**config.mk**
```make
export PLATFORM = sky130hd
export DESIGN_NAME = run_delta_chunk_encoder_flat
export DESIGN_NICKNAME = d
export VERILOG_FILES = /design/src/sv/rdce_pkg.sv /design/src/sv/rdce_if.sv /design/src/sv/run_delta_chunk_encoder.sv /design/src/sv/rdce_datapath.sv /design/src/sv/rdce_controller.sv /design/src/flat_wrapper.sv
export SDC_FILE = /design/constraint.sdc
export NUM_CORES = 1
export LEC_CHECK = 0
export BUFFER_PORTS_ARGS = -buffer_cell sky130_fd_sc_hd__clkbuf_2
export CAP_MARGIN = 20
export CORE_UTILIZATION = 40
export DETAILED_ROUTE_END_ITERATION = 8
export GPL_ROUTABILITY_DRIVEN = 0
export PLACE_DENSITY = 0.64
export SLEW_MARGIN = 20
export SYNTH_ARGS = -nofsm -noshare
export SYNTH_HDL_FRONTEND = slang
export SYNTH_SLANG_ARGS = --single-unit
```
**constraint.sdc**
```tcl
create_clock -name clk -period 6.6 [get_ports clk]
set_clock_uncertainty 0.1 [all_clocks]
set_input_delay 0.66 -clock clk [delete_from_list [all_inputs] [get_ports clk]]
set_output_delay 0.66 -clock clk [all_outputs]
set_load 0.02 [all_outputs]
```
**src/sv/rdce_pkg.sv**
```systemverilog
package rdce_pkg;

  localparam int LenWidth   = 14;
  localparam int ValWidth   = 8;
  localparam int CountWidth = 3;

  // Longest accepted run; longer runs are flagged and dropped.
  localparam logic [LenWidth-1:0] MAX_RUN     = 14'd8191;
  // Delta runs are cut into pieces of at most this many pixels.
  localparam logic [LenWidth-1:0] DELTA_SPLIT = 14'd255;

  // Length thresholds for the number of high length bytes.
  localparam logic [LenWidth-1:0] LEN_NIBBLE_MAX = 14'h000F;
  localparam logic [LenWidth-1:0] LEN_ONE_MAX    = 14'h0FFF;

  // Delta window around the previous value.
  localparam logic [ValWidth:0] DELTA_RANGE = 9'd15;

  // Gray levels with their own chunk types.
  localparam logic [ValWidth-1:0] VAL_BLACK = 8'h00;
  localparam logic [ValWidth-1:0] VAL_WHITE = 8'hFF;

  // Chunk type codes (top two bits of the first byte).
  localparam logic [1:0] TYPE_BLACK = 2'd0;
  localparam logic [1:0] TYPE_VALUE = 2'd1;
  localparam logic [1:0] TYPE_DELTA = 2'b10;
  localparam logic [1:0] TYPE_WHITE = 2'd3;

  // Number of high length bytes.
  localparam logic [1:0] LSIZE_NONE = 2'd0;
  localparam logic [1:0] LSIZE_ONE  = 2'd1;
  localparam logic [1:0] LSIZE_TWO  = 2'd2;

  // Controller to datapath.
  typedef struct packed {
    logic load;   // take the accepted run into the work registers
    logic emit;   // produce one chunk into the output register
  } cmd_t;

  // Datapath to controller.
  typedef struct packed {
    logic len_nonzero;  // the offered run has a nonzero length
    logic out_free;     // output register can take a chunk this cycle
    logic final_chunk;  // the chunk being built ends the current run
  } stat_t;

endpackage

```
**src/sv/rdce_if.sv**
```systemverilog
// Run request channel.
interface rdce_run_if;
  logic                             valid;
  logic                             ready;
  logic [rdce_pkg::LenWidth-1:0]    run_length;
  logic [rdce_pkg::ValWidth-1:0]    pixel_value;

  modport source (output valid, output run_length, output pixel_value, input ready);
  modport sink   (input valid, input run_length, input pixel_value, output ready);
endinterface

// Chunk request channel.
interface rdce_chunk_if;
  logic                             valid;
  logic                             ready;
  logic [7:0]                       chunk_byte0;
  logic [7:0]                       chunk_byte1;
  logic [7:0]                       chunk_byte2;
  logic [7:0]                       chunk_byte3;
  logic [rdce_pkg::CountWidth-1:0]  byte_count;
  logic                             last_chunk;
  logic                             rejected;

  modport source (output valid, output chunk_byte0, output chunk_byte1,
                  output chunk_byte2, output chunk_byte3, output byte_count,
                  output last_chunk, output rejected, input ready);
  modport sink   (input valid, input chunk_byte0, input chunk_byte1,
                  input chunk_byte2, input chunk_byte3, input byte_count,
                  input last_chunk, input rejected, output ready);
endinterface

```
**src/sv/run_delta_chunk_encoder.sv**
```systemverilog
// A taken run is loaded into the work registers; its first chunk enters the output register once that is free.
// Throughput: one chunk per cycle while the sink is ready; a run is loaded and then
// coded as one chunk, or up to 33 chunks for long delta runs,
// by the single chunk builder the controller steps through the run.
// A zero-length run is taken and gives nothing.
// Reset (rst, synchronous): controller idle, output empty, previous value 0.
module run_delta_chunk_encoder #(
  parameter logic [rdce_pkg::LenWidth-1:0] MAX_RUN = rdce_pkg::MAX_RUN
) (
  input  logic         clk,
  input  logic         rst,
  rdce_run_if.sink     run_in,
  rdce_chunk_if.source chunk_out
);

  rdce_pkg::cmd_t  cmd;
  rdce_pkg::stat_t stat;

  rdce_controller u_ctrl (
    .clk      (clk),
    .rst      (rst),
    .in_valid (run_in.valid),
    .in_ready (run_in.ready),
    .stat     (stat),
    .cmd      (cmd)
  );

  rdce_datapath #(
    .MAX_RUN (MAX_RUN)
  ) u_dp (
    .clk         (clk),
    .rst         (rst),
    .cmd         (cmd),
    .stat        (stat),
    .run_length  (run_in.run_length),
    .pixel_value (run_in.pixel_value),
    .out_ready   (chunk_out.ready),
    .out_valid   (chunk_out.valid),
    .chunk_byte0 (chunk_out.chunk_byte0),
    .chunk_byte1 (chunk_out.chunk_byte1),
    .chunk_byte2 (chunk_out.chunk_byte2),
    .chunk_byte3 (chunk_out.chunk_byte3),
    .byte_count  (chunk_out.byte_count),
    .last_chunk  (chunk_out.last_chunk),
    .rejected    (chunk_out.rejected)
  );

endmodule

```
**src/sv/rdce_datapath.sv**
```systemverilog
module rdce_datapath #(
  parameter logic [rdce_pkg::LenWidth-1:0] MAX_RUN = rdce_pkg::MAX_RUN
) (
  input  logic                            clk,
  input  logic                            rst,
  input  rdce_pkg::cmd_t                  cmd,
  output rdce_pkg::stat_t                 stat,
  input  logic [rdce_pkg::LenWidth-1:0]   run_length,
  input  logic [rdce_pkg::ValWidth-1:0]   pixel_value,
  input  logic                            out_ready,
  output logic                            out_valid,
  output logic [7:0]                      chunk_byte0,
  output logic [7:0]                      chunk_byte1,
  output logic [7:0]                      chunk_byte2,
  output logic [7:0]                      chunk_byte3,
  output logic [rdce_pkg::CountWidth-1:0] byte_count,
  output logic                            last_chunk,
  output logic                            rejected
);

  // Work registers for the run being coded
  logic [rdce_pkg::LenWidth-1:0] remaining;
  logic [rdce_pkg::ValWidth-1:0] value;
  logic                          reject_run;

  // Coder state kept across runs
  logic [rdce_pkg::ValWidth-1:0] previous_value;
  logic                          any_emitted;

  // Chunk under construction
  logic signed [rdce_pkg::ValWidth:0] diff;
  logic        [rdce_pkg::ValWidth:0] mag;
  logic                               is_delta;
  logic [rdce_pkg::LenWidth-1:0]      piece;
  logic [1:0]                         ctype;
  logic [1:0]                         lsize;
  logic [7:0]                         b0, b1, b2, b3;
  logic [rdce_pkg::CountWidth-1:0]    count;

  assign stat.len_nonzero = (run_length != '0);
  assign stat.out_free    = !out_valid || out_ready;
  assign stat.final_chunk = reject_run || (piece == remaining);

  // Delta decision against the previous value
  always_comb begin
    diff = $signed({1'b0, value}) - $signed({1'b0, previous_value});
    mag  = diff[rdce_pkg::ValWidth] ? 9'(-diff) : 9'(diff);
    is_delta = (value != rdce_pkg::VAL_BLACK) && (value != rdce_pkg::VAL_WHITE) &&
               any_emitted && (mag <= rdce_pkg::DELTA_RANGE);
  end

  // Piece length and chunk bytes
  always_comb begin
    ctype = rdce_pkg::TYPE_VALUE;
    if (value == rdce_pkg::VAL_BLACK) begin
      ctype = rdce_pkg::TYPE_BLACK;
    end else if (value == rdce_pkg::VAL_WHITE) begin
      ctype = rdce_pkg::TYPE_WHITE;
    end
    if (remaining <= rdce_pkg::LEN_NIBBLE_MAX) begin
      lsize = rdce_pkg::LSIZE_NONE;
    end else if (remaining <= rdce_pkg::LEN_ONE_MAX) begin
      lsize = rdce_pkg::LSIZE_ONE;
    end else begin
      lsize = rdce_pkg::LSIZE_TWO;
    end
    b0 = '0;
    b1 = '0;
    b2 = '0;
    b3 = '0;
    count = 3'd1;
    piece = remaining;
    if (is_delta) begin
      if (remaining > rdce_pkg::DELTA_SPLIT) begin
        piece = rdce_pkg::DELTA_SPLIT;
      end
      b0 = {rdce_pkg::TYPE_DELTA, diff[rdce_pkg::ValWidth], piece != 14'd1, mag[3:0]};
      if (piece != 14'd1) begin
        b1 = piece[7:0];
        count = 3'd2;
      end
    end else begin
      b0 = {ctype, lsize, remaining[3:0]};
      // value byte first for the general type, then high length bytes
      if (ctype == rdce_pkg::TYPE_VALUE) begin
        b1 = value;
        case (lsize)
          rdce_pkg::LSIZE_NONE: count = 3'd2;
          rdce_pkg::LSIZE_ONE: begin
            b2 = remaining[11:4];
            count = 3'd3;
          end
          default: begin
            b2 = {6'd0, remaining[13:12]};
            b3 = remaining[11:4];
            count = 3'd4;
          end
        endcase
      end else begin
        case (lsize)
          rdce_pkg::LSIZE_NONE: count = 3'd1;
          rdce_pkg::LSIZE_ONE: begin
            b1 = remaining[11:4];
            count = 3'd2;
          end
          default: begin
            b1 = {6'd0, remaining[13:12]};
            b2 = remaining[11:4];
            count = 3'd3;
          end
        endcase
      end
    end
  end

  // Work registers
  always_ff @(posedge clk) begin
    if (cmd.load) begin
      remaining  <= run_length;
      value      <= pixel_value;
      reject_run <= (run_length > MAX_RUN);
    end else if (cmd.emit && !reject_run) begin
      remaining <= remaining - piece;
    end
  end

  // Previous value and started flag
  always_ff @(posedge clk) begin
    if (rst) begin
      previous_value <= '0;
      any_emitted    <= 1'b0;
    end else if (cmd.emit && !reject_run) begin
      previous_value <= value;
      any_emitted    <= 1'b1;
    end
  end

  // Output register valid
  always_ff @(posedge clk) begin
    if (rst) begin
      out_valid <= 1'b0;
    end else if (cmd.emit) begin
      out_valid <= 1'b1;
    end else if (out_ready) begin
      out_valid <= 1'b0;
    end
  end

  // Output register payload
  always_ff @(posedge clk) begin
    if (cmd.emit) begin
      if (reject_run) begin
        chunk_byte0 <= '0;
        chunk_byte1 <= '0;
        chunk_byte2 <= '0;
        chunk_byte3 <= '0;
        byte_count  <= '0;
        last_chunk  <= 1'b1;
        rejected    <= 1'b1;
      end else begin
        chunk_byte0 <= b0;
        chunk_byte1 <= b1;
        chunk_byte2 <= b2;
        chunk_byte3 <= b3;
        byte_count  <= count;
        last_chunk  <= (piece == remaining);
        rejected    <= 1'b0;
      end
    end
  end

endmodule

```
**src/sv/rdce_controller.sv**
```systemverilog
module rdce_controller (
  input  logic            clk,
  input  logic            rst,
  input  logic            in_valid,
  output logic            in_ready,
  input  rdce_pkg::stat_t stat,
  output rdce_pkg::cmd_t  cmd
);

  localparam logic ST_IDLE = 1'b0;
  localparam logic ST_RUN  = 1'b1;

  logic state;
  logic state_next;

  assign in_ready = (state == ST_IDLE);

  // Commands
  always_comb begin
    cmd.load = (state == ST_IDLE) && in_valid && stat.len_nonzero;
    cmd.emit = (state == ST_RUN) && stat.out_free;
  end

  // Next state
  always_comb begin
    state_next = state;
    case (state)
      ST_IDLE: begin
        if (cmd.load) begin
          state_next = ST_RUN;
        end
      end
      ST_RUN: begin
        if (cmd.emit && stat.final_chunk) begin
          state_next = ST_IDLE;
        end
      end
      default: state_next = ST_IDLE;
    endcase
  end

  always_ff @(posedge clk) begin
    if (rst) begin
      state <= ST_IDLE;
    end else begin
      state <= state_next;
    end
  end

endmodule

```
**src/flat_wrapper.sv**
```systemverilog
// flat-port wrapper written by rule: the top's interface ports become plain ports
module run_delta_chunk_encoder_flat 
#(
  parameter logic [rdce_pkg::LenWidth-1:0] MAX_RUN = rdce_pkg::MAX_RUN
)
  (clk, rst, run_in_valid, run_in_run_length, run_in_pixel_value, run_in_ready, chunk_out_valid, chunk_out_chunk_byte0, chunk_out_chunk_byte1, chunk_out_chunk_byte2, chunk_out_chunk_byte3, chunk_out_byte_count, chunk_out_last_chunk, chunk_out_rejected, chunk_out_ready);
  rdce_run_if run_in_i ();
  rdce_chunk_if chunk_out_i ();
  input  logic clk;
  input  logic rst;
  input wire logic [$bits(run_in_i.valid)-1:0] run_in_valid;
  input wire logic [$bits(run_in_i.run_length)-1:0] run_in_run_length;
  input wire logic [$bits(run_in_i.pixel_value)-1:0] run_in_pixel_value;
  output wire logic [$bits(run_in_i.ready)-1:0] run_in_ready;
  output wire logic [$bits(chunk_out_i.valid)-1:0] chunk_out_valid;
  output wire logic [$bits(chunk_out_i.chunk_byte0)-1:0] chunk_out_chunk_byte0;
  output wire logic [$bits(chunk_out_i.chunk_byte1)-1:0] chunk_out_chunk_byte1;
  output wire logic [$bits(chunk_out_i.chunk_byte2)-1:0] chunk_out_chunk_byte2;
  output wire logic [$bits(chunk_out_i.chunk_byte3)-1:0] chunk_out_chunk_byte3;
  output wire logic [$bits(chunk_out_i.byte_count)-1:0] chunk_out_byte_count;
  output wire logic [$bits(chunk_out_i.last_chunk)-1:0] chunk_out_last_chunk;
  output wire logic [$bits(chunk_out_i.rejected)-1:0] chunk_out_rejected;
  input wire logic [$bits(chunk_out_i.ready)-1:0] chunk_out_ready;
  assign run_in_i.valid = run_in_valid;
  assign run_in_i.run_length = run_in_run_length;
  assign run_in_i.pixel_value = run_in_pixel_value;
  assign run_in_ready = run_in_i.ready;
  assign chunk_out_valid = chunk_out_i.valid;
  assign chunk_out_chunk_byte0 = chunk_out_i.chunk_byte0;
  assign chunk_out_chunk_byte1 = chunk_out_i.chunk_byte1;
  assign chunk_out_chunk_byte2 = chunk_out_i.chunk_byte2;
  assign chunk_out_chunk_byte3 = chunk_out_i.chunk_byte3;
  assign chunk_out_byte_count = chunk_out_i.byte_count;
  assign chunk_out_last_chunk = chunk_out_i.last_chunk;
  assign chunk_out_rejected = chunk_out_i.rejected;
  assign chunk_out_i.ready = chunk_out_ready;
  run_delta_chunk_encoder #(.MAX_RUN(MAX_RUN)) u_core (.clk(clk), .rst(rst), .run_in(run_in_i), .chunk_out(chunk_out_i));
endmodule
```
==> results.py <==
metrics = {
    "min_path": {
        "hp-class": "in -> reg",
        "holdPathStages": 1,
    },
    "finish": {
        "nets": 537,
        "antenna_cells": 0,
        "drive_gt1_frac": 0.217,
        "syn_to_final_growth_pct": 14.5,
        "final_cells": 632,
        "final_area_um2": 5090,
        "post-route-util": 0.470,
    },
    "setup_path": {
        "required_ns": 6.70,
        "path_cells": "inv_1 -> ha_1 -> inv_1 -> fa_1 -> xnor2_1 -> nand3b_1 -> mux2i_1 -> mux2i_1 -> nand4_1 -> nand2_1 -> a21oi_1 -> ha_1 -> nand3_1 -> a21oi_1 -> o31ai_1 -> a211o_1 -> o21a_1 -> or3_1 -> o211ai_1",
        "regToRegSetupSlack_ns": 0.95,
        "crit_path_max_incr_delay_ns": 0.64,
        "critPathBufInv": 2,
        "arrival_ns": 5.75,
        "crit_type": "reg -> reg",
        "slowest_stage": "nand2_1",
        "cp_top_family": "simple AND/OR/NAND/NOR gates",
        "cp_max_fo": 14,
        "cp-start-kind": "flip-flop",
        "critical_path_depth": 19,
        "ff2ff_path_depth": 19,
        "cp-end-kind": "flip-flop",
    },
    "synth": {
        "syn_area_um2": 4450,
        "synth_area_leader_cell": "edfxtp_1",
        "synthCells": 428,
        "synthFlopType": "edfxtp_1",
        "synth_cell_types": 72,
        "yosysWarnings": 0,
        "synthDominantCellAreaShare": 0.405,
        "yosysSeqAreaShare": 0.455,
        "synth_edf_count": 60,
        "syn_nets": 478,
        "yosys-top-cells-area": "edfxtp_1 41%, ha_1 6.2%, dfxtp_1 5.0%",
        "async_reset_ff_frac": 0,
        "synth_seq_cells": 71,
        "postSynthAreaPerCell_um2": 10.4,
    },
    "clock_network": {
        "cts-root-buf": "clkbuf_8",
        "cts_resized": 0,
        "cts.sinks": 71,
        "clk_pin_slew_ns": 0.08,
        "cts_tree": "done",
        "clock_path_buffers": 2,
        "cts.htree.levels": 3,
        "cts_buffers": 9,
        "insertion_delay_ns": 0.35,
        "hold_buffers": 0,
        "cts_setup_buffers": 0,
    },
    "routing": {
        "vias": 3569,
        "via_per_inst": 5.65,
        "dr.pass1.iters": 5,
        "routedWlPerCell_um": 16.8,
        "drt_iter0_markers": 226,
        "wl_um": 10600,
        "drc": 0,
        "ant_nets": 0,
    },
    "floorplanning": {
        "die_w_um": 107,
        "core.rowCount": 38,
        "ios": 65,
        "core-area_um2": 10800,
        "die_y_um": 107,
        "start_util": 0.410,
        "dieArea_um2": 11500,
    },
    "power": {
        "p_int_mw": 1.16,
        "switchingPower_uw": 731,
        "p_clk_frac": 0.205,
        "sw_frac_of_total": 0.388,
        "p_total_mw": 1.89,
        "pwr-share-seq": 0.376,
        "cellPowerDensity_nw_per_um2": 371,
        "combPwrFrac": 0.419,
        "p_leak_nw": 1.93,
        "max-vdd-ir-drop_uv": 211,
    },
    "timing": {
        "holdWs_ns": 0.383,
        "hold_viol_final": 0,
        "setup_violations": 0,
        "setup_ws_ns": 0.952,
        "tns_ns": 0,
        "final.period_utilization": 0.856,
        "slew_headroom": 0.362,
        "finalCriticalPeriod_ns": 5.65,
        "fmax_mhz": 177,
        "rsz0062_at_grt": "no",
        "slew_violations": 0,
        "tightest_slew_ns": 0.957,
    },
    "global_routing": {
        "groute.usage.overall": 0.191,
        "grt_pass1_wl_um": 16800,
        "grt_pass1_vias": 3270,
        "overflow": 0,
        "antenna_found_initial": 0,
        "grt_max_degree": 40,
    },
    "place": {
        "dpl.hpwl_um": 7620,
        "io_buffers": 64,
        "placed_area_um2": 4850,
        "pre_cts_ws_ns": 0.989,
        "numPlacedInstances": 615,
    },
    "flow_run": {
        "cap_violations": 0,
    },
    "run_status": {
        "status": "complete, no violations",
    },
}
## worst paths after layout
path,to,startpoint
worst max-delay path,u_core.u_dp.remaining[13],u_core.u_dp.value[0]
worst min-delay path,u_core.u_dp.value[7],run_in_pixel_value[7]
worst max register to register,u_core.u_dp.remaining[13],u_core.u_dp.value[0]
worst min register to register,u_core.u_dp.previous_value[7],u_core.u_dp.previous_value[7]
## state kept, by name (all words and copies together) (netlist names), 3 cells and up
| signal | cells |
|---|---|
| u_core.u_dp.byte_count | 3 |
| u_core.u_dp.value | 8 |
| u_core.u_dp.chunk_byte1 | 8 |
| u_core.u_dp.previous_value | 8 |
| u_core.u_dp.chunk_byte2 | 8 |
| u_core.u_dp.chunk_byte3 | 8 |
| u_core.u_dp.remaining | 14 |
| u_core.u_dp.chunk_byte0 | 8 |
## synthesized netlist by cell type (4+ instances only)
library cell  count
a21oi_1          29
nor2_1           26
nand3_1           5
a211oi_1         15
a311oi_1          4
nand2_1          42
xnor2_1          10
dfxtp_1          11
inv_1            21
a21o_1            6
o21ai_0          25
clkbuf_1         10
buf_6             4
mux2i_1          10
nor4_1            7
xor2_1            5
edfxtp_1         60
nor3_1            9
ha_1             22
and2_1           15
nand4_1           8
## area by class of cell
| class | count | area (µm²) |
|---|---|---|
| clock buffer | 9 | 124 |
| clock inverter | 7 | 93.8 |
| fill | 1040 | 5750 |
| inverter | 22 | 82.6 |
| multi-input combinational | 316 | 2230 |
| sequential | 71 | 2020 |
| tap | 140 | 175 |
| timing repair buffer | 67 | 363 |
## per-layer routing
metal	GRT usage	wire [µm]	vias to the layer above
li1	-	-	1735
met1	0.273	5000	1671
met2	0.276	4710	145
met3	0.0424	701	18
met4	0.0793	189	0
met5	0	0	-
## power groups by stage
stage	Sequential, mW	Combinational, mW	Clock (mW)
floorplan	0.701	0.601	0
global placement	0.714	0.770	0
detailed placement	0.715	0.778	0
CTS	0.705	0.785	0.395
global route	0.718	0.892	0.412
finish	0.709	0.791	0.386
## kinds of logic after synthesis
family	Yosys count	synth area share
AOI/OAI and AO/OA	118	0.185
and+or+nand+nor	146	0.186
buffers and inverters	41	0.0433
xor gates and xnor gates	16	0.0332
DFF	71	0.455
muxes	12	0.0276
adders and majority gates	24	0.0709
## cell usage in the layout, fill, tap and decap left out, types with 11 or more instances in the layout
cell and instances:
a211oi_1 15, dfxtp_1 11, inv_1 20, nor2_1 26
a21oi_1 29, edfxtp_1 60, ha_1 22, clkbuf_2 64
nand2_1 42, o21ai_0 25, and2_1 15
## worst reg2reg max path, delay by kind of cell, from the launching register on
family	cells	cell delay [ns]
compound gates	6	1.23
flops	1	0.46
mux	2	0.49
fa+ha+maj	3	1.00
buf+inv	2	0.15
xor+xnor	1	0.38
simple gates	5	1.70
No activity file was read; power rests on OpenSTA's default activity.
